### src/framed_path_to_uri_list_unit_macros.svh
// Assertion macros shared by the RTL of the uri list unit
`ifndef FRAMED_PATH_TO_URI_LIST_UNIT_MACROS_SVH
`define FRAMED_PATH_TO_URI_LIST_UNIT_MACROS_SVH

// Same-cycle implication, checked outside reset
`define FPUL_ASSERT_NOW(label, clk, rst_n, ante, cons) \
    label: assert property (@(posedge clk) disable iff (!rst_n) (ante) |-> (cons)) \
        else $error("fpul assertion failed");

// Next-cycle implication, checked outside reset
`define FPUL_ASSERT_NEXT(label, clk, rst_n, ante, cons) \
    label: assert property (@(posedge clk) disable iff (!rst_n) (ante) |=> (cons)) \
        else $error("fpul assertion failed");

`endif

### src/fpul_pkg.sv
package fpul_pkg;

    localparam int RUN_MAX = 10;

    localparam logic [12:0] FILE_LIMIT_RESET      = 13'd4096;
    localparam logic [20:0] PATH_BYTE_LIMIT_RESET = 21'd1048576;

    localparam logic REG_FILE_LIMIT      = 1'b0;
    localparam logic REG_PATH_BYTE_LIMIT = 1'b1;

    localparam logic [1:0] ERR_MAGIC    = 2'd0;
    localparam logic [1:0] ERR_COUNT    = 2'd1;
    localparam logic [1:0] ERR_LENGTH   = 2'd2;
    localparam logic [1:0] ERR_RELATIVE = 2'd3;

    localparam logic [7:0] CH_CR = 8'h0D;
    localparam logic [7:0] CH_LF = 8'h0A;

    typedef struct packed {
        logic [RUN_MAX-1:0][7:0] chars;
        logic [3:0]              len;
        logic                    done;
        logic                    err;
        logic [1:0]              code;
    } run_t;

endpackage

### src/fpul_parser.sv
module fpul_parser (
    input  logic               clk,
    input  logic               rst_n,
    input  logic               step,
    input  logic [7:0]         in_byte,
    input  logic               frame_start,
    input  logic [12:0]        file_limit,
    input  logic [20:0]        path_byte_limit,
    output fpul_pkg::run_t     run
);

    typedef enum logic [1:0] {
        PH_WAIT,
        PH_HEADER,
        PH_LEN,
        PH_PATH
    } phase_t;

    localparam logic [3:0][7:0] MAGIC  = {8'h44, 8'h44, 8'h42, 8'h4D};
    localparam logic [7:0][7:0] PREFIX = {8'h2F, 8'h2F, 8'h2F, 8'h3A,
                                          8'h65, 8'h6C, 8'h69, 8'h66};
    localparam logic [7:0] CH_SLASH   = 8'h2F;
    localparam logic [7:0] CH_PERCENT = 8'h25;

    function automatic logic [7:0] hex_char(input logic [3:0] nib);
        hex_char = (nib < 4'd10) ? (8'h30 + {4'd0, nib}) : (8'h37 + {4'd0, nib});
    endfunction

    function automatic logic unreserved(input logic [7:0] c);
        unreserved = (c >= 8'h61 && c <= 8'h7A) || (c >= 8'h41 && c <= 8'h5A) ||
                     (c >= 8'h30 && c <= 8'h39) || c == 8'h2F || c == 8'h2D ||
                     c == 8'h5F || c == 8'h2E || c == 8'h7E;
    endfunction

    phase_t      phase_reg, phase_e, phase_next;
    logic [2:0]  idx_reg, idx_e, idx_next;
    logic [31:0] acc_reg, acc_e, acc_next;
    logic [12:0] files_reg, files_e, files_next;
    logic [20:0] bytes_reg, bytes_e, bytes_next;
    logic        zero_reg, zero_e, zero_next;
    logic        magic_bad_reg, magic_bad_e, magic_bad_next;

    always_comb
    begin
        if (frame_start)
        begin
            phase_e     = PH_HEADER;
            idx_e       = 3'd0;
            acc_e       = 32'd0;
            files_e     = 13'd0;
            bytes_e     = 21'd0;
            zero_e      = 1'b0;
            magic_bad_e = 1'b0;
        end
        else
        begin
            phase_e     = phase_reg;
            idx_e       = idx_reg;
            acc_e       = acc_reg;
            files_e     = files_reg;
            bytes_e     = bytes_reg;
            zero_e      = zero_reg;
            magic_bad_e = magic_bad_reg;
        end

        phase_next     = phase_e;
        idx_next       = idx_e;
        acc_next       = acc_e;
        files_next     = files_e;
        bytes_next     = bytes_e;
        zero_next      = zero_e;
        magic_bad_next = magic_bad_e;
        run            = '0;

        unique case (phase_e)
            PH_HEADER:
            begin
                if (!idx_e[2])
                begin
                    if (in_byte != MAGIC[idx_e[1:0]])
                        magic_bad_next = 1'b1;
                end
                else
                    acc_next[{idx_e[1:0], 3'b000} +: 8] =
                        acc_e[{idx_e[1:0], 3'b000} +: 8] | in_byte;
                idx_next = 3'(idx_e + 3'd1);
                if (idx_e == 3'd7)
                begin
                    if (magic_bad_e)
                    begin
                        run.len    = 4'd1;
                        run.err    = 1'b1;
                        run.code   = fpul_pkg::ERR_MAGIC;
                        phase_next = PH_WAIT;
                    end
                    else if (acc_next == 32'd0 || acc_next > {19'd0, file_limit})
                    begin
                        run.len    = 4'd1;
                        run.err    = 1'b1;
                        run.code   = fpul_pkg::ERR_COUNT;
                        phase_next = PH_WAIT;
                    end
                    else
                    begin
                        files_next = acc_next[12:0];
                        phase_next = PH_LEN;
                        idx_next   = 3'd0;
                        acc_next   = 32'd0;
                    end
                end
            end
            PH_LEN:
            begin
                acc_next[{idx_e[1:0], 3'b000} +: 8] =
                    acc_e[{idx_e[1:0], 3'b000} +: 8] | in_byte;
                idx_next = {1'b0, 2'(idx_e[1:0] + 2'd1)};
                if (idx_e[1:0] == 2'd3)
                begin
                    if (acc_next == 32'd0 || acc_next > {11'd0, path_byte_limit})
                    begin
                        run.len    = 4'd1;
                        run.err    = 1'b1;
                        run.code   = fpul_pkg::ERR_LENGTH;
                        phase_next = PH_WAIT;
                    end
                    else
                    begin
                        bytes_next = acc_next[20:0];
                        phase_next = PH_PATH;
                        idx_next   = 3'd0;
                        zero_next  = 1'b0;
                    end
                    acc_next = 32'd0;
                end
            end
            PH_PATH:
            begin
                if (idx_e == 3'd0)
                begin
                    if (in_byte != CH_SLASH)
                    begin
                        run.len    = 4'd1;
                        run.err    = 1'b1;
                        run.code   = fpul_pkg::ERR_RELATIVE;
                        phase_next = PH_WAIT;
                    end
                    else
                    begin
                        run.chars[7:0] = PREFIX;
                        run.len        = 4'd8;
                        idx_next       = 3'd1;
                    end
                end
                else if (zero_e || in_byte == 8'd0)
                    zero_next = 1'b1;
                else if (unreserved(in_byte))
                begin
                    run.chars[0] = in_byte;
                    run.len      = 4'd1;
                end
                else
                begin
                    run.chars[0] = CH_PERCENT;
                    run.chars[1] = hex_char(in_byte[7:4]);
                    run.chars[2] = hex_char(in_byte[3:0]);
                    run.len      = 4'd3;
                end
                if (!run.err)
                begin
                    bytes_next = 21'(bytes_e - 21'd1);
                    if (bytes_next == 21'd0)
                    begin
                        files_next                 = 13'(files_e - 13'd1);
                        run.chars[run.len]         = fpul_pkg::CH_CR;
                        run.chars[4'(run.len + 1)] = fpul_pkg::CH_LF;
                        run.len                    = 4'(run.len + 4'd2);
                        run.done                   = (files_next == 13'd0);
                        phase_next = (files_next == 13'd0) ? PH_WAIT : PH_LEN;
                        idx_next   = 3'd0;
                        acc_next   = 32'd0;
                    end
                end
            end
            default:
            begin
            end
        endcase
    end

    always_ff @(posedge clk or negedge rst_n)
    begin
        if (!rst_n)
        begin
            phase_reg     <= PH_WAIT;
            idx_reg       <= 3'd0;
            acc_reg       <= 32'd0;
            files_reg     <= 13'd0;
            bytes_reg     <= 21'd0;
            zero_reg      <= 1'b0;
            magic_bad_reg <= 1'b0;
        end
        else if (step)
        begin
            phase_reg     <= phase_next;
            idx_reg       <= idx_next;
            acc_reg       <= acc_next;
            files_reg     <= files_next;
            bytes_reg     <= bytes_next;
            zero_reg      <= zero_next;
            magic_bad_reg <= magic_bad_next;
        end
    end

endmodule

### src/framed_path_to_uri_list_unit.sv
// Framed path list to text/uri-list converter.
// Input stream: one byte of the framed stream per transaction; tuser marks the
// first byte of a new frame and abandons any unfinished one. Output stream: one
// uri-list character per transaction; tlast closes the characters caused by one
// input byte, tuser carries list done, error flag and error code. An error
// result carries a zero byte; the receiver drops the frame's earlier output.
// Configuration: cfg_we with cfg_index 0 writes the path count limit, 1 writes
// the path byte limit; write only while the unit is idle.
// Data path: a byte is taken into the input register, then parsed combinationally
// into the character run register, which presents its first character. Each
// input byte yields one to ten characters (three for an encoded byte, plus CR
// LF at a path's end), or none. The output side drains the run register one
// character per cycle while the receiver is ready, while the input register
// already holds the next byte.
// Reset: both channels empty, parser waiting for a frame start, limits at
// 4096 paths and 1048576 bytes. When the receiver stalls, the current
// character holds, one further byte is taken into the input register, and
// tready then stays low.
`include "framed_path_to_uri_list_unit_macros.svh"

module framed_path_to_uri_list_unit (
    input  logic        clk,
    input  logic        rst_n,
    input  logic        s_axis_tvalid,
    output logic        s_axis_tready,
    input  logic [7:0]  s_axis_tdata,   // [7:0] in_byte
    input  logic        s_axis_tuser,   // [0] frame_start
    output logic        m_axis_tvalid,
    input  logic        m_axis_tready,
    output logic [7:0]  m_axis_tdata,   // [7:0] out_byte
    output logic        m_axis_tlast,
    output logic [3:0]  m_axis_tuser,   // [0] list_done, [1] error_flag, [3:2] error_code
    input  logic        cfg_we,
    input  logic        cfg_index,
    input  logic [20:0] cfg_data
);

    logic [12:0]     file_limit_reg;
    logic [20:0]     path_byte_limit_reg;
    logic            hold_valid_reg;
    logic [7:0]      hold_byte_reg;
    logic            hold_start_reg;
    fpul_pkg::run_t  run_reg;
    fpul_pkg::run_t  run_new;
    logic            run_valid_reg;
    logic [3:0]      pos_reg;
    logic            at_last;
    logic            can_load;
    logic            load;

    assign at_last       = (pos_reg == 4'(run_reg.len - 4'd1));
    assign can_load      = !run_valid_reg || (m_axis_tready && at_last);
    assign load          = hold_valid_reg && can_load;
    assign s_axis_tready = !hold_valid_reg || can_load;

    assign m_axis_tvalid = run_valid_reg;
    assign m_axis_tdata  = run_reg.chars[pos_reg];
    assign m_axis_tlast  = at_last;
    assign m_axis_tuser  = {run_reg.code, run_reg.err, run_reg.done && at_last};

    fpul_parser u_parser (
        .clk             (clk),
        .rst_n           (rst_n),
        .step            (load),
        .in_byte         (hold_byte_reg),
        .frame_start     (hold_start_reg),
        .file_limit      (file_limit_reg),
        .path_byte_limit (path_byte_limit_reg),
        .run             (run_new)
    );

    always_ff @(posedge clk or negedge rst_n)
    begin
        if (!rst_n)
        begin
            file_limit_reg      <= fpul_pkg::FILE_LIMIT_RESET;
            path_byte_limit_reg <= fpul_pkg::PATH_BYTE_LIMIT_RESET;
        end
        else if (cfg_we)
        begin
            unique case (cfg_index)
                fpul_pkg::REG_FILE_LIMIT:      file_limit_reg      <= cfg_data[12:0];
                fpul_pkg::REG_PATH_BYTE_LIMIT: path_byte_limit_reg <= cfg_data;
                default:                       file_limit_reg      <= file_limit_reg;
            endcase
        end
    end

    always_ff @(posedge clk or negedge rst_n)
    begin
        if (!rst_n)
            hold_valid_reg <= 1'b0;
        else if (s_axis_tvalid && s_axis_tready)
            hold_valid_reg <= 1'b1;
        else if (load)
            hold_valid_reg <= 1'b0;
    end

    always_ff @(posedge clk)
    begin
        if (s_axis_tvalid && s_axis_tready)
        begin
            hold_byte_reg  <= s_axis_tdata;
            hold_start_reg <= s_axis_tuser;
        end
    end

    always_ff @(posedge clk or negedge rst_n)
    begin
        if (!rst_n)
        begin
            run_valid_reg <= 1'b0;
            pos_reg       <= 4'd0;
        end
        else if (load)
        begin
            run_valid_reg <= (run_new.len != 4'd0);
            pos_reg       <= 4'd0;
        end
        else if (run_valid_reg && m_axis_tready)
        begin
            if (at_last)
                run_valid_reg <= 1'b0;
            pos_reg <= 4'(pos_reg + 4'd1);
        end
    end

    always_ff @(posedge clk)
    begin
        if (load)
            run_reg <= run_new;
    end

    `FPUL_ASSERT_NOW(a_run_in_range, clk, rst_n, run_valid_reg,
        run_reg.len != 4'd0 && pos_reg < run_reg.len)
    `FPUL_ASSERT_NOW(a_error_single, clk, rst_n, run_valid_reg && run_reg.err,
        run_reg.len == 4'd1 && m_axis_tdata == 8'd0)
    `FPUL_ASSERT_NOW(a_done_on_lf, clk, rst_n, m_axis_tvalid && m_axis_tuser[0],
        m_axis_tdata == fpul_pkg::CH_LF && m_axis_tlast)
    `FPUL_ASSERT_NEXT(a_hold_kept, clk, rst_n, hold_valid_reg && !load, hold_valid_reg)

endmodule
### config.mk
export PLATFORM = sky130hd
export DESIGN_NAME = framed_path_to_uri_list_unit
export DESIGN_NICKNAME = d
export VERILOG_FILES = /design/src/fpul_pkg.sv /design/src/fpul_parser.sv /design/src/framed_path_to_uri_list_unit.sv
export VERILOG_INCLUDE_DIRS = /design/src /design/src/src
export SDC_FILE = /design/constraint.sdc
export NUM_CORES = 1
export LEC_CHECK = 0
export ABC_AREA = 1
export BUFFER_PORTS_ARGS = -buffer_cell sky130_fd_sc_hd__buf_2
export CELL_PAD_IN_SITES_DETAIL_PLACEMENT = 0
export CELL_PAD_IN_SITES_GLOBAL_PLACEMENT = 2
export CORE_ASPECT_RATIO = 1.1
export CORE_MARGIN = 2
export CORE_UTILIZATION = 36
export DETAILED_ROUTE_END_ITERATION = 10
export PLACE_DENSITY = 0.82
export SYNTH_ARGS = -nofsm -noshare
export SYNTH_HDL_FRONTEND = slang
export SYNTH_SLANG_ARGS = --single-unit
### constraint.sdc
create_clock -name clk -period 4.66 [get_ports clk]
set_input_delay 0.699 -clock clk [delete_from_list [all_inputs] [get_ports clk]]
set_output_delay 0.699 -clock clk [all_outputs]
set_load 0.005 [all_outputs]
Word-level counts from Yosys, hierarchy flattened:

Cells that the tools add are included.
W data, S select, Z words.

* register bits: 210
* input bits: 36
* output and inout port bits: 15
* logic and storage cells: 220

* add/sub/neg operators: 13
* $lt $le $gt $ge: 16
* equality and inequality tests: 13
* shift operators: 3
* mux-type cells: 99
* bitwise logic cells: 10
* reduce and logical (&&, ||, !) cells: 38

Operators by type and width (count)
* $mux W32: 9
* $mux W69: 2
* $pmux W32 S3: 1
* $mux W21: 4
* $mux W28: 3
* $mux W13: 6
* $demux W8 S4: 2
* $logic_not A32 Y1: 2
* $mux W62: 1
* $and A60 B60 Y60: 1
* $not A60 Y60: 1
* $mux W3: 17
* $and A40 B50 Y50: 1
* $not A50 Y50: 1
* $mux W8: 6
* $pmux W21 S2: 1
* $mux W40: 1
* $mux W38: 1
* $bmux W8 S4: 1
* $bwmux W32: 1
* $gt A32 B13 Y1: 1
* $gt A32 B21 Y1: 1
* $shift A8 B7 Y32 const A: 1
* $shiftx A32 B6 Y8: 1
* other kinds (52): 126

Depth between registers and ports, before layout:

Gate-level depths: netlist of the first run.

* depth after elaboration: 25
* mapped depth: 35
* gate-level depth less buffers: 33

Hierarchy:

From an unflattened synthesis of the first run, not the netlist that was laid out.

* cell total of the unflattened synthesis: 2214
* area total of the unflattened synthesis: 15643.8 um^2

By module, submodules not included
* fpul_parser: instances 1, cells each 1794, area each 10292.4 um^2, sequential area each 1826.8 um^2
* framed_path_to_uri_list_unit: instances 1, cells each 420, area each 5351.4 um^2, sequential area each 3916.3 um^2

Least setup slack after synthesis of the first run:

Ideal clock, no wire load.

* path type: register -> register
* start point: register hold_start_reg
* end point: register run_reg, in the netlist m_axis_tuser[1] (data pin)
* setup time: 264 ps
* data arrival time: 3649 ps
* required time: 4396 ps
* setup slack: 747 ps
* cell stages (with the launch flop): 31
* buffers on the path: 4
* period minus slack after synthesis: 3913 ps
* cells stage by stage: edfxtp_1 > buf_4 > nor2_2 > buf_2 > inv_1 > ha_1 > clkinv_1 > clkbuf_1 > nand4_1 > nand3_1 > nand2_1 > inv_1 > ha_1 > a21oi_1 > o21a_1 > nand3_1 > nand2_1 > nand2_1 > nand2_1 > nand2_1 > inv_1 > nand2_1 > nor2_1 > nand2_1 > nor2_1 > nand3_2 > buf_2 > nand3_1 > nand2_1 > inv_1 > nand2_1

RTL lines
* start: declaration: line framed_path_to_uri_list_unit.sv:42 `logic hold_start_reg;`
* start signal: assignment: line framed_path_to_uri_list_unit.sv:104 `hold_start_reg <= s_axis_tuser;`
* end signal: assignment: line framed_path_to_uri_list_unit.sv:131 `run_reg <= run_new;`
* end: declaration: line framed_path_to_uri_list_unit.sv:43 `fpul_pkg::run_t run_reg;`

Worst setup path after layout of the first run:

* start point: register hold_start_reg
* end point: register u_parser.files_reg[10]

* word-level cells in the longest chain between the ends: 13
* elaborated cells on any way between the ends: 32
* classes of those cells: add/sub (3); order compare (1); eq/ne (3); shift (3); mux (17); bitwise (1); reduce/logical (4)

RTL lines
* $mux W32 / $mux W3 (equally long branches): line fpul_parser.sv:45 `if (frame_start)`
* $shiftx A32 B6 Y8: line fpul_parser.sv:85 `acc_e[{idx_e[1:0], 3'b000} +: 8] | in_byte;`
* $or A8 B8 Y8: line fpul_parser.sv:85
* $shiftx A8 B7 Y32: line fpul_parser.sv:84 `acc_next[{idx_e[1:0], 3'b000} +: 8] =`
* $bwmux W32: line fpul_parser.sv:84
* $mux W32: line fpul_parser.sv:78 `if (!idx_e[2])`
* $mux W32: line fpul_parser.sv:75 `unique case (phase_e)`
* $gt A32 B13 Y1 / $logic_not A32 Y1 (equally long branches): line fpul_parser.sv:96 `else if (acc_next == 32'd0 || acc_next > {19'd0, file_limit})`
* $logic_or A1 B1 Y1: line fpul_parser.sv:96
* $mux W13: line fpul_parser.sv:96
* $mux W13: line fpul_parser.sv:89 `if (magic_bad_e)`
* $mux W13: line fpul_parser.sv:87 `if (idx_e == 3'd7)`
* $pmux W13 S2 *: line fpul_parser.sv:75
* end signal: assignment: line fpul_parser.sv:207 `files_reg <= files_next;`
* end: declaration: line fpul_parser.sv:38 `logic [12:0] files_reg, files_e, files_next;`

Every way passes the cells marked *; elsewhere a longest branch is shown, timed or not. The select of a mux whose other input is x is not followed.
A chain may end at the register's enable or synchronous reset.

==> results of run 1 <==
## metrics by stage
| stage | std cells | setup slack, ns | total power [mW] | util (%) |
|---|---|---|---|---|
| after floorplan | 2028 | 0.747 | 6.36 | - |
| after global placement | 2539 | 0.259 | 8.25 | 38.8 |
| after detailed placement | 2539 | 0.264 | 8.30 | 38.8 |
| after CTS | 2571 | 0.240 | 9.85 | 40.4 |
| after global routing | 2572 | 0.0231 | 10.7 | 40.5 |
| final | 2572 | 0.335 | 9.86 | 40.5 |
## area by class of cell
type | count | area (µm²) | share of cell area [%]
clock buffers | 18 | 429 | 2.87
inverters | 274 | 1030 | 6.87
clock inverters | 14 | 166 | 1.11
flip-flops and latches | 163 | 4330 | 28.9
repair buffers | 108 | 717 | 4.79
multi-input cells | 1501 | 7670 | 51.3
well taps | 494 | 618 | 4.13
## worst min-delay path by stage
stage / endpoint / slack, ns
2_1_floorplan: file_limit_reg[0] / 0.40
3_3_place_gp: u_parser.files_reg[9] / 0.46
3_5_place_dp: u_parser.files_reg[3] / 0.47
4_1_cts: pos_reg[0] / 0.36
5_1_grt: hold_byte_reg[1] / 0.39
6_report: pos_reg[1] / 0.34
## power groups by stage
stage / registers [mW] / logic, mW / clock network, mW
finish: 2.38 / 5.97 / 1.50
detailed placement: 2.41 / 5.90 / 0
CTS: 2.38 / 5.93 / 1.54
floorplan: 2.25 / 4.11 / 0
global route: 2.44 / 6.68 / 1.60
global placement: 2.39 / 5.86 / 0
## cells by family after synthesis
logic type / count (synthesis)
AND/OR/NAND/NOR: 1132
AO/OA/AOI/OAI: 269
multiplexers: 2
XOR/XNOR: 36
buffers and inverters: 364
adder cells (fa/ha/maj): 58
flip-flops: 163
other: 1
## metal layers
layer	vias to the layer above	routed length (µm)	GRT usage [%]
li1	6706	-	-
met1	6411	22000	33.9
met2	396	23600	44.2
met3	69	2200	2.96
met4	0	1480	10.3
met5	-	0	0
## critical path, delay by kind of cell (launching register included)
kind                     cells  cell delay, ns
AND/OR/NAND/NOR             23            2.69
flip-flops                   1            0.46
adder cells (fa/ha/maj)      1            0.27
buffers and inverters        4            0.77
## synthesized netlist by cell type (2+ instances only)
| library cell | n | area, µm² |
|---|---|---|
| buf_1 | 5 | 18.8 |
| nand2_1 | 572 | 2150 |
| a31oi_1 | 8 | 50.1 |
| xnor2_1 | 4 | 35.0 |
| nor4_1 | 2 | 12.5 |
| buf_6 | 4 | 45.0 |
| inv_2 | 17 | 63.8 |
| nand4_1 | 71 | 444 |
| nand2_4 | 2 | 22.5 |
| dfrtp_1 | 111 | 2780 |
| o211ai_1 | 9 | 67.6 |
| nor2_2 | 13 | 81.3 |
| buf_4 | 10 | 75.1 |
| o221ai_1 | 11 | 96.3 |
| or2_2 | 28 | 175 |
| nand3_2 | 4 | 40.0 |
| o21ai_1 | 2 | 10.0 |
| o21ai_0 | 85 | 425 |
| nand3b_1 | 17 | 128 |
| clkbuf_1 | 52 | 195 |
| ha_1 | 58 | 726 |
| mux2i_1 | 2 | 20.0 |
| a22o_1 | 3 | 26.3 |
| a21boi_1 | 3 | 22.5 |
| a22oi_1 | 8 | 60.1 |
| nand2_2 | 13 | 81.3 |
| nor2_4 | 4 | 45.0 |
| clkinv_1 | 4 | 15.0 |
| edfxtp_1 | 50 | 1500 |
| xor2_1 | 31 | 272 |
| nor3_1 | 14 | 70.1 |
| o2111ai_1 | 3 | 26.3 |
| nor3_4 | 2 | 32.5 |
| dfstp_2 | 2 | 52.6 |
| o22ai_1 | 15 | 93.8 |
| o31ai_1 | 4 | 30.0 |
| buf_2 | 19 | 95.1 |
| inv_1 | 253 | 950 |
| nor2_1 | 171 | 642 |
| nand3_1 | 215 | 1080 |
| a21oi_1 | 112 | 561 |
## timing repair
item                                    in CTS  in global routing
gates resized for setup                      0                  4
endpoints found under the setup margin       0                 22
setup buffers                                0                  1
hold buffers                                 0                  0
==> metrics.md, run 1 <==
| Metric | Value |
|---|---|
| Finished layout cell area | 0.0150 mm² |
| Largest net degree at the start of global routing | 71 |
| Final hold violations | 0 |
| Run status | completed |
| CTS buffer count | 17 |
| Top FF cell, synth | dfrtp_1 |
| Unrepaired setup endpoints after global routing | false |
| Period Utilization, post-route | around 93% |
| Total grt overflow | 0 |
| R2r worst-path depth | 28 |
| Area after DPL | 0.0143 mm² |
| Slew HR | between 40% and 50% |
| Cell chosen for the clock root | clkbuf_16 |
| CP max FO | 70 |
| Vias per inst | 5.28 |
| Filler cells | between 3000 and 4000 |
| Initial antenna violation count | 0 |
| EDFF count, synth | 50 |
| Mux contribution to synthesized area | less than 1% |
| Fin Setup TNS | 0 ns |
| Final max-slew violation count | 0 |
| Post-synth ARST share | 69.3% |
| Skew-Pair Late Insertion Delay | ~0.48 ns |
| Reg-to-Reg End | u_parser.files_reg[10] |
| Final #Nets | 2159 |
| CP peak stage delay | approximately 0.46 ns |
| Largest family of logic cells by synthesized area | simple AND/OR/NAND/NOR gates |
| Global Route Usage Sum | 26.0% |
| Crit. Startpoint | hold_start_reg |
| Leak pwr | 7.52 nW |
| WL per Instance | 19.2 µm |
| Synth Area in Adders | under 10% |
| WS Path Type | flip-flop to flip-flop |
| Switch Pwr | 5.16 mW |
| Sequential element share of the synthesized area | roughly a third |
| Total clock sinks | between 150 and 200 |
| FF-to-FF Start | hold_start_reg |
| Final WL | approximately 49 mm |
| DR DRC count | 0 |
| Max VDD drop | about 0.33 mV |
| Core footprint | 0.0369 mm² |
| Layout area overhead | 11.4% |
| Clock-pin slew on the worst setup and hold paths | ~0.070 ns |
| Clock share of power | ~15% |
| Remaining antenna violation count | 0 |
| Die H | roughly 210 µm |
| Max reg flops | 38 |
| Post-route minimum period | 4.32 ns |
| Die width | about 190 µm |
| Worst-path cell with the longest stage delay | edfxtp_1 |
| Drt initial violations | just under 1000 |
| Antenna cell count | 0 |
| Rows | 74 |
| Final setup fails | 0 |
| Post-Synth Simple-Gate Area | between 30% and 40% |
| Worst reg-to-reg setup slack | around 0.34 ns |
| Sequential Power Share | 24.2% |
| Worst-Margin Slew | ~0.89 ns |
| Class of the worst hold path | input port to asynchronous set/reset pin |
| CTS tree | built |
| Synth Area in XOR/XNOR | roughly 2.4% |
| Syn. warnings | 0 |
| First-pass iteration count of the detailed router | 6 |
| Synth cell types | 53 |
| Final Wtd Congestion | ~0.93 |
| Syn Area/Cell | ~6.6 µm² |
| Die area | approximately 0.04 mm² |
| Commonest non-fill, non-tap cell in the layout | nand2_1 |
| CTS HTree Levels | 4 |
| Worst clock skew | around 0.011 ns |
| Mapped Cells | a little over 2000 |
| First-pass GRT wire length | ~78 mm |
| I/O Pins | 51 |
| Comb power frac | 60.6% |
| Crit end category | flip-flop |
| Compound-Gate Fraction of Synth Area | a little under an eighth |
| Port-buffer cells | 50 |
| Share of layout cells above drive strength 1 | 11.2% |
| Commonest cells after routing, fill and taps aside | 572 x nand2_1, 253 x inv_1, 214 x nand3_1, 168 x nor2_1, 112 x a21oi_1 |
| Power Dens Cells | approximately 660 mW/mm² |
| Seq cells post-synth | between 150 and 200 |
| Max-Cap Viols | 0 |
| Vias | around 14000 |
| Pint | approximately 4.7 mW |
| Hold WS | 0.341 ns |
| Most used cell, CP | nand2_1 |
| CP Data Required Time | between 5 and 6 ns |
| Max Root-Sink Buffers | 2 |
| CP endpoint | u_parser.files_reg[10] |
| Post-DP HPWL | 36.0 mm |
| WP data arrival | ~4.7 ns |
| Mapped Area | around 0.013 mm² |
| Switching Share | around 52% |
| Fmax | ~230 MHz |
| Starting Density | 36.3% |
| Vias in the first global route | between 10000 and 15000 |
| Startpoint types | flip-flop |
No activity file was read; power rests on OpenSTA's default activity.
==> inputs of run 2 (changes only) <==
CORE_UTILIZATION = 37   (was 36)
SLEW_MARGIN = 20   (was default)
SYNTH_HIERARCHICAL = 1   (was default)
==> run 2 against run 1 <==
  * Design area rose by 15%
  * Synthesized area rose by 17%
  * Final cell count grew 10%
  * Clock power increased by 33%
  * Die area rose by 13%
  * Hold slack got worse by 0.10 ns
  * Non-clock buffer count grew 9
  * Core utilization up 0.50 points
  * Largest cell class unchanged
  * Largest power group unchanged
  * Highest routed layer unchanged
==> metrics.md, run 2 <==
| Metric | Value |
|---|---|
| Vias per inst | 5.10 (-3.5%) |
| Synth cell types | 54 (+1.9%) |
| Clock-pin slew on the worst setup and hold paths | 0.06 ns (about the same) |
| CP max FO | 42 (-40%) |
| WL per Instance | 18.6 µm (-2.9%) |
| Max reg flops | 85 (+120%) |
| Post-synth ARST share | 53.8% (-16 points) |
| Die width | 200 µm (+6.3%) |
| Crit end category | flip-flop |
| Count leader, synth | nand2_1 |
| Vias in the first global route | 13800 (+4.6%) |
| Die area | 0.0439 mm² (+13%) |
| FF-to-FF Start | hold_start_reg |
| Cell chosen for the clock root | clkbuf_16 |
| Reg-to-Reg End | u_parser/acc_reg[6] |
| Syn. warnings | 6 (+6) |
| Area leader, netlist | edfxtp_1 |
| CTS buffer count | 26 (+9) |
| Drt initial violations | 1129 (+14%) |
| Final hold violations | 0 (unchanged) |
| Layout area overhead | 10.1% |
| Hold Buf Count CTS | 0 (unchanged) |
| CP delay by family, top | simple AND/OR/NAND/NOR gates |
| Mapped Area | 0.0156 mm² (+17%) |
| I/O Pins | 51 (unchanged) |
| EDFF count, synth | 97 (+94%) |
| Max Root-Sink Buffers | 3 (+1) |
| Slew HR | 33.5% (-7.4 points) |
| Final WL | 52.7 mm (+6.8%) |
| Core footprint | 0.0420 mm² (+14%) |
| Post-DP HPWL | 38.3 mm (+6.4%) |
| CTS tree | built |
| Synth top cells by count | 533 x nand2_1, 319 x inv_1, 241 x nor2_1 |
| Hold WS | 0.236 ns (-0.105 ns) |
| Final max-slew violation count | 0 (unchanged) |
| Worst-Margin Slew | 0.995 ns (+0.108 ns) |
| WS Path Type | flip-flop to flip-flop |
| Final #Nets | 2339 (+8.3%) |
| Commonest cells after routing, fill and taps aside | 531 x nand2_1, 317 x inv_1, 236 x nor2_1, 165 x nand3_1, 145 x o21ai_0 |
| Seq cells post-synth | 210 (+29%) |
| CTS HTree Levels | 1 (-3) |
| Rows | 79 (+6.8%) |
| Most used cell, CP | nand2_1 |
| Share of layout cells above drive strength 1 | 10.9% (-0.29 points) |
| Antenna cell count | 0 (unchanged) |
| Vias | 14400 (+6.2%) |
| Post-route minimum period | 4.36 ns (+0.0360 ns) |
| Pre-CTS WS | 0.0881 ns (-0.176 ns) |
| Fmax | 229 MHz (-0.82%) |
| Starting Density | 37.2% (+0.89 points) |
| Period Utilization, post-route | 93.6% (+0.77 points) |
| Top FF cell, synth | dfrtp_1 |
| Syn Area/Cell | 7.07 µm² (+6.6%) |
| Share of the synthesized area in the top cell type | 18.6% (-2.1 points) |
| Sequential element share of the synthesized area | 36.7% (+4.5 points) |
| Largest net degree at the start of global routing | 68 (-4.2%) |
| First-pass GRT wire length | 81.5 mm (+4.8%) |
| Skew-Pair Late Insertion Delay | 0.58 ns (+0.10 ns) |
| Total clock sinks | 210 (+29%) |
| Final setup fails | 0 (unchanged) |
| First-pass iteration count of the detailed router | 9 (+3) |
| CP Data Required Time | 5.11 ns (+0.08 ns) |
| Worst clock skew | 0.0320 ns (+0.0206 ns) |
| CP peak stage delay | 0.49 ns (+0.03 ns) |
| Run status | completed |
| Worst reg-to-reg setup slack | 0.30 ns (-0.04 ns) |
| Max VDD drop | 0.319 mV (-2.6%) |
| Commonest non-fill, non-tap cell in the layout | nand2_1 |
| Critical path buffer and inverter count | 6 (+2) |
| Remaining antenna violation count | 0 (unchanged) |
| Min setup slack post-route | 0.299 ns (-0.0360 ns) |
| Global Route Usage Sum | 24.3% (-1.7 points) |
| R2r worst-path depth | 28 (unchanged) |
| DR DRC count | 0 (unchanged) |
| Area contributors post-synth | edfxtp_1 19%, dfrtp_1 18%, nand2_1 13%, inv_1 7.7%, nor2_1 5.8% |
| Worst-path cell with the longest stage delay | edfxtp_1 |
| Max-Cap Viols | 0 (unchanged) |
| Initial antenna violation count | 0 (unchanged) |
| Mapped Cells | 2214 (+9.3%) |
| Startpoint types | flip-flop |
| Final Wtd Congestion | 0.939 (+1.4%) |
| Leak pwr | 8.43 nW (+12%) |
| Total grt overflow | 0 (unchanged) |
| WP data arrival | 4.81 ns (+0.12 ns) |
| Die H | 220 µm (+6.3%) |
| Power Dens Cells | 670 mW/mm² (+1.7%) |
| Port-buffer cells | 50 (unchanged) |
| Class of the worst hold path | input port to asynchronous set/reset pin |
[run 2: cell types whose count changed in the layout (fill, tap and decap cells not counted), moves of 14 or more]
cell,change
nand3_1,-49
conb_1,+26
edfxtp_1,+47
or2_2,-24
nand2_1,-41
o21ai_0,+60
inv_1,+64
o211ai_1,+29
nor2_1,+68
nand3b_1,-14
[run 2: cell families after synthesis]
kind of cell	count (synthesis)	share of synthesized area, %
AOI/OAI and AO/OA	336	11.8
xor gates and xnor gates	26	1.50
other	1	0.0240
muxes	16	1.09
DFF	210	36.7
buffers and inverters	480	13.8
and+or+nand+nor	1086	30.3
adders and majority gates	59	4.72
[run 2: through the flow]
step	instances	power, mW	area [µm²]	util [%]	setup TNS, ns
after floorplan	2243	7.43	15800	-	0
after global placement	2780	9.47	16300	38.8	0
after detailed placement	2780	9.51	16300	38.8	0
after CTS	2827	11.6	17200	40.8	0
after global routing	2830	12.6	17200	41.0	-0.0152
final	2830	11.5	17200	41.0	0
[run 2: how the worst max path moves through the flow]
stage,startpoint,to,slack [ns],cells after the start
floorplan,u_parser/idx_reg[0],m_axis_tvalid,0.43,30
global placement,hold_start_reg,u_parser/acc_reg[4],0.11,27
detailed placement,hold_start_reg,m_axis_tvalid,0.09,26
CTS,hold_start_reg,u_parser/acc_reg[4],0.06,27
global route,hold_start_reg,m_axis_tvalid,-0.02,29
finish,hold_start_reg,u_parser/acc_reg[6],0.30,28
[run 2: report_power, final]
part	internal, mW	switching (mW)	total (mW)
clock network	1.14	0.861	2.00
registers	2.71	0.359	3.07
logic	1.99	4.49	6.47
[run 2: cell type report]
cell class                 instances  area (µm²)
clock buffer                      29         662
clock inverter                    18         171
fill                            4427       24800
inverter                         336        1270
multi-input combinational       1553        7890
sequential                       210        5740
tap                              567         709
timing repair buffer             117         782
[run 2: layer usage]
metal	GRT usage, %	wire length, µm	share of wire (%)
met1	32.3	23600	45
met2	41.0	24900	47
met3	2.97	2360	4.5
met4	8.00	1790	3.4
met5	0	0	0
[run 2: what timing repair did]
action                     4_1_cts  5_1_grt
buffers inserted                 0        3
resized for setup                0       18
setup endpoints to repair        0       40
==> inputs of run 3 (changes only) <==
REMOVE_ABC_BUFFERS = 1   (was default)
==> run 3 against run 2 <==
  * Clock skew fell by 0.018 ns
  * Wire length rose by 0.15%
  * Via count rose by 0.72%
  * Maximum frequency rose by 0.26%
  * Core utilization rose by 0.20 points
  * Setup slack improved by 0.011 ns
  * Register-to-register slack barely moved
  * Sequential power rose by 2%
  * Sequential share of layout area fell by 0.16 points
  * Critical path type unchanged
==> metrics.md, run 3 (same netlist as run 2, synthesis figures left out) <==
| Metric | Value |
|---|---|
| Sequential Power Share | 26.2% (-0.4 points) |
| First-pass iteration count of the detailed router | 7 (-2) |
| Hold Buf Count CTS | 0 (unchanged) |
| Core footprint | 0.0420 mm² (unchanged) |
| Post-route minimum period | 4.35 ns (-0.0111 ns) |
| WP data arrival | 4.79 ns (-0.02 ns) |
| Switch Pwr | 5.68 mW (-0.46%) |
| Fmax | 230 MHz (+0.26%) |
| Drt initial violations | 957 (-15%) |
| R2r worst-path depth | 26 (-7.1%) |
| FF-to-FF Start | hold_start_reg |
| Pre-CTS WS | 0.182 ns (+0.0937 ns) |
| Startpoint types | flip-flop |
| Final Wtd Congestion | 0.927 (-1.3%) |
| Slew HR | 32.8% (-0.74 points) |
| Worst-path cell with the longest stage delay | edfxtp_1 |
| Reg-to-Reg End | m_axis_tvalid |
| Rows | 79 (unchanged) |
| Initial antenna violation count | 0 (unchanged) |
| Max VDD drop | 0.328 mV (+3.1%) |
| DR DRC count | 0 (unchanged) |
| I/O Pins | 51 (unchanged) |
| Remaining antenna violation count | 0 (unchanged) |
| WS Path Type | flip-flop to flip-flop |
| Pint | 6.21 mW (+6.5%) |
| Vias per inst | 5.16 (+1.2%) |
| Leak pwr | 8.46 nW (+0.37%) |
| Antenna cell count | 0 (unchanged) |
| Finished layout cell area | 0.0173 mm² (+0.48%) |
| CP delay by family, top | simple AND/OR/NAND/NOR gates |
| CTS buffer count | 27 (+3.8%) |
| Comb power frac | 53.2% (-2.9 points) |
| Final max-slew violation count | 0 (unchanged) |
| Final #Nets | 2324 (-0.64%) |
| CTS HTree Levels | 1 (unchanged) |
| Final hold violations | 0 (unchanged) |
| Run status | completed |
| Clock-pin slew on the worst setup and hold paths | 0.06 ns (about the same) |
| Unrepaired setup endpoints after global routing | true |
| Starting Density | 37.2% (unchanged) |
| Post-DP HPWL | 37.7 mm (-1.4%) |
| CP peak stage delay | 0.46 ns (-0.03 ns) |
| Vias in the first global route | 14300 (+3.5%) |
| Largest net degree at the start of global routing | 83 (+22%) |
| Layout area overhead | 10.6% |
| Hold WS | 0.255 ns (+0.0187 ns) |
| First-pass GRT wire length | 82.2 mm (+0.77%) |
| Max-Cap Viols | 0 (unchanged) |
| Port-buffer cells | 50 (unchanged) |
| Critical path buffer and inverter count | 3 (-3) |
| Skew-Pair Late Insertion Delay | 0.57 ns (about the same) |
| Max Root-Sink Buffers | 3 (unchanged) |
| Area after DPL | 0.0162 mm² (-0.49%) |
| Die area | 0.0439 mm² (unchanged) |
| Total clock sinks | 210 (unchanged) |
| Pwr Total | 11.9 mW (+3.0%) |
| Worst reg-to-reg setup slack | 0.31 ns (about the same) |
| Crit end category | flip-flop |
| Max reg flops | 85 (unchanged) |
| Total grt overflow | 0 (unchanged) |
| CP Data Required Time | 5.10 ns (about the same) |
| Finished Core Util | 41.2% (+0.20 points) |
| Most used cell, CP | nand2_1 |
| Worst-Margin Slew | 1.01 ns (+0.0134 ns) |
| Period Utilization, post-route | 93.3% (-0.24 points) |
| Switching Share | 47.8% (-1.7 points) |
| WL per Instance | 18.7 µm (+0.61%) |
| Non-Filler Instances | 2817 (-0.46%) |
| Class of the worst hold path | input port to asynchronous set/reset pin |
| Share of layout cells above drive strength 1 | 10.3% (-0.56 points) |
| Worst clock skew | 0.0138 ns (-0.0181 ns) |
| Power Dens Cells | 687 mW/mm² (+2.6%) |
| Fin Setup TNS | 0 ns (unchanged) |
| Commonest cells after routing, fill and taps aside | 531 x nand2_1, 319 x inv_1, 237 x nor2_1, 165 x nand3_1, 147 x o21ai_0 |
| Global Route Usage Sum | 24.4% (+0.090 points) |
| Final WL | 52.7 mm (+0.15%) |
| Commonest non-fill, non-tap cell in the layout | nand2_1 |
| CTS tree | built |
| Cell chosen for the clock root | clkbuf_16 |
| CP max FO | 41 (-2.4%) |
| Final setup fails | 0 (unchanged) |
| Clock share of power | 20.6% (+3.3 points) |
| Die width | 200 µm (unchanged) |
| Die H | 220 µm (unchanged) |
| Inst Count DP | 2766 (-0.50%) |
| Min setup slack post-route | 0.311 ns (+0.0111 ns) |
| Vias | 14500 (+0.72%) |
## run 3: worst max-delay path by stage
stage / slack [ns] / from / to / cells after the start
floorplan: -1.17 / pos_reg[0] / u_parser/acc_reg[13] / 15
global placement: 0.20 / hold_start_reg / u_parser/acc_reg[11] / 23
detailed placement: 0.18 / hold_start_reg / m_axis_tvalid / 30
CTS: 0.16 / hold_start_reg / m_axis_tvalid / 27
global route: -0.04 / hold_start_reg / m_axis_tvalid / 25
finish: 0.31 / hold_start_reg / m_axis_tvalid / 26
## run 3: what timing repair did
item | 4_1_cts | 5_1_grt
setup buffers | 0 | 1
resized for setup | 0 | 5
hold endpoints to repair | 0 | 0
endpoints found under the setup margin | 0 | 26
## run 3: power groups by stage
stage                     Clock [mW]  Sequential (mW)  Combinational (mW)
after global routing            2.58             3.21                7.12
after CTS                       2.52             3.12                6.30
after floorplan                    0             3.11                4.08
after global placement             0             3.13                6.24
final                           2.45             3.12                6.32
after detailed placement           0             3.15                6.28
## run 3: layer usage
layer	vias to the layer above	wire length (µm)	GRT usage (%)
met5	-	0	0
met4	0	2610	11.4
met3	125	1970	2.30
met2	367	24900	41.7
met1	6871	23300	31.1
li1	7164	-	-
## run 3: cell type report
class / instances / area (µm²)
Tap cell: 567 / 709
Fill cell: 4451 / 24700
Timing Repair Buffer: 101 / 677
Inverter: 336 / 1270
Clock inverter: 16 / 302
Multi-Input combinational cell: 1553 / 7870
Clock buffer: 34 / 742
Sequential cell: 210 / 5740
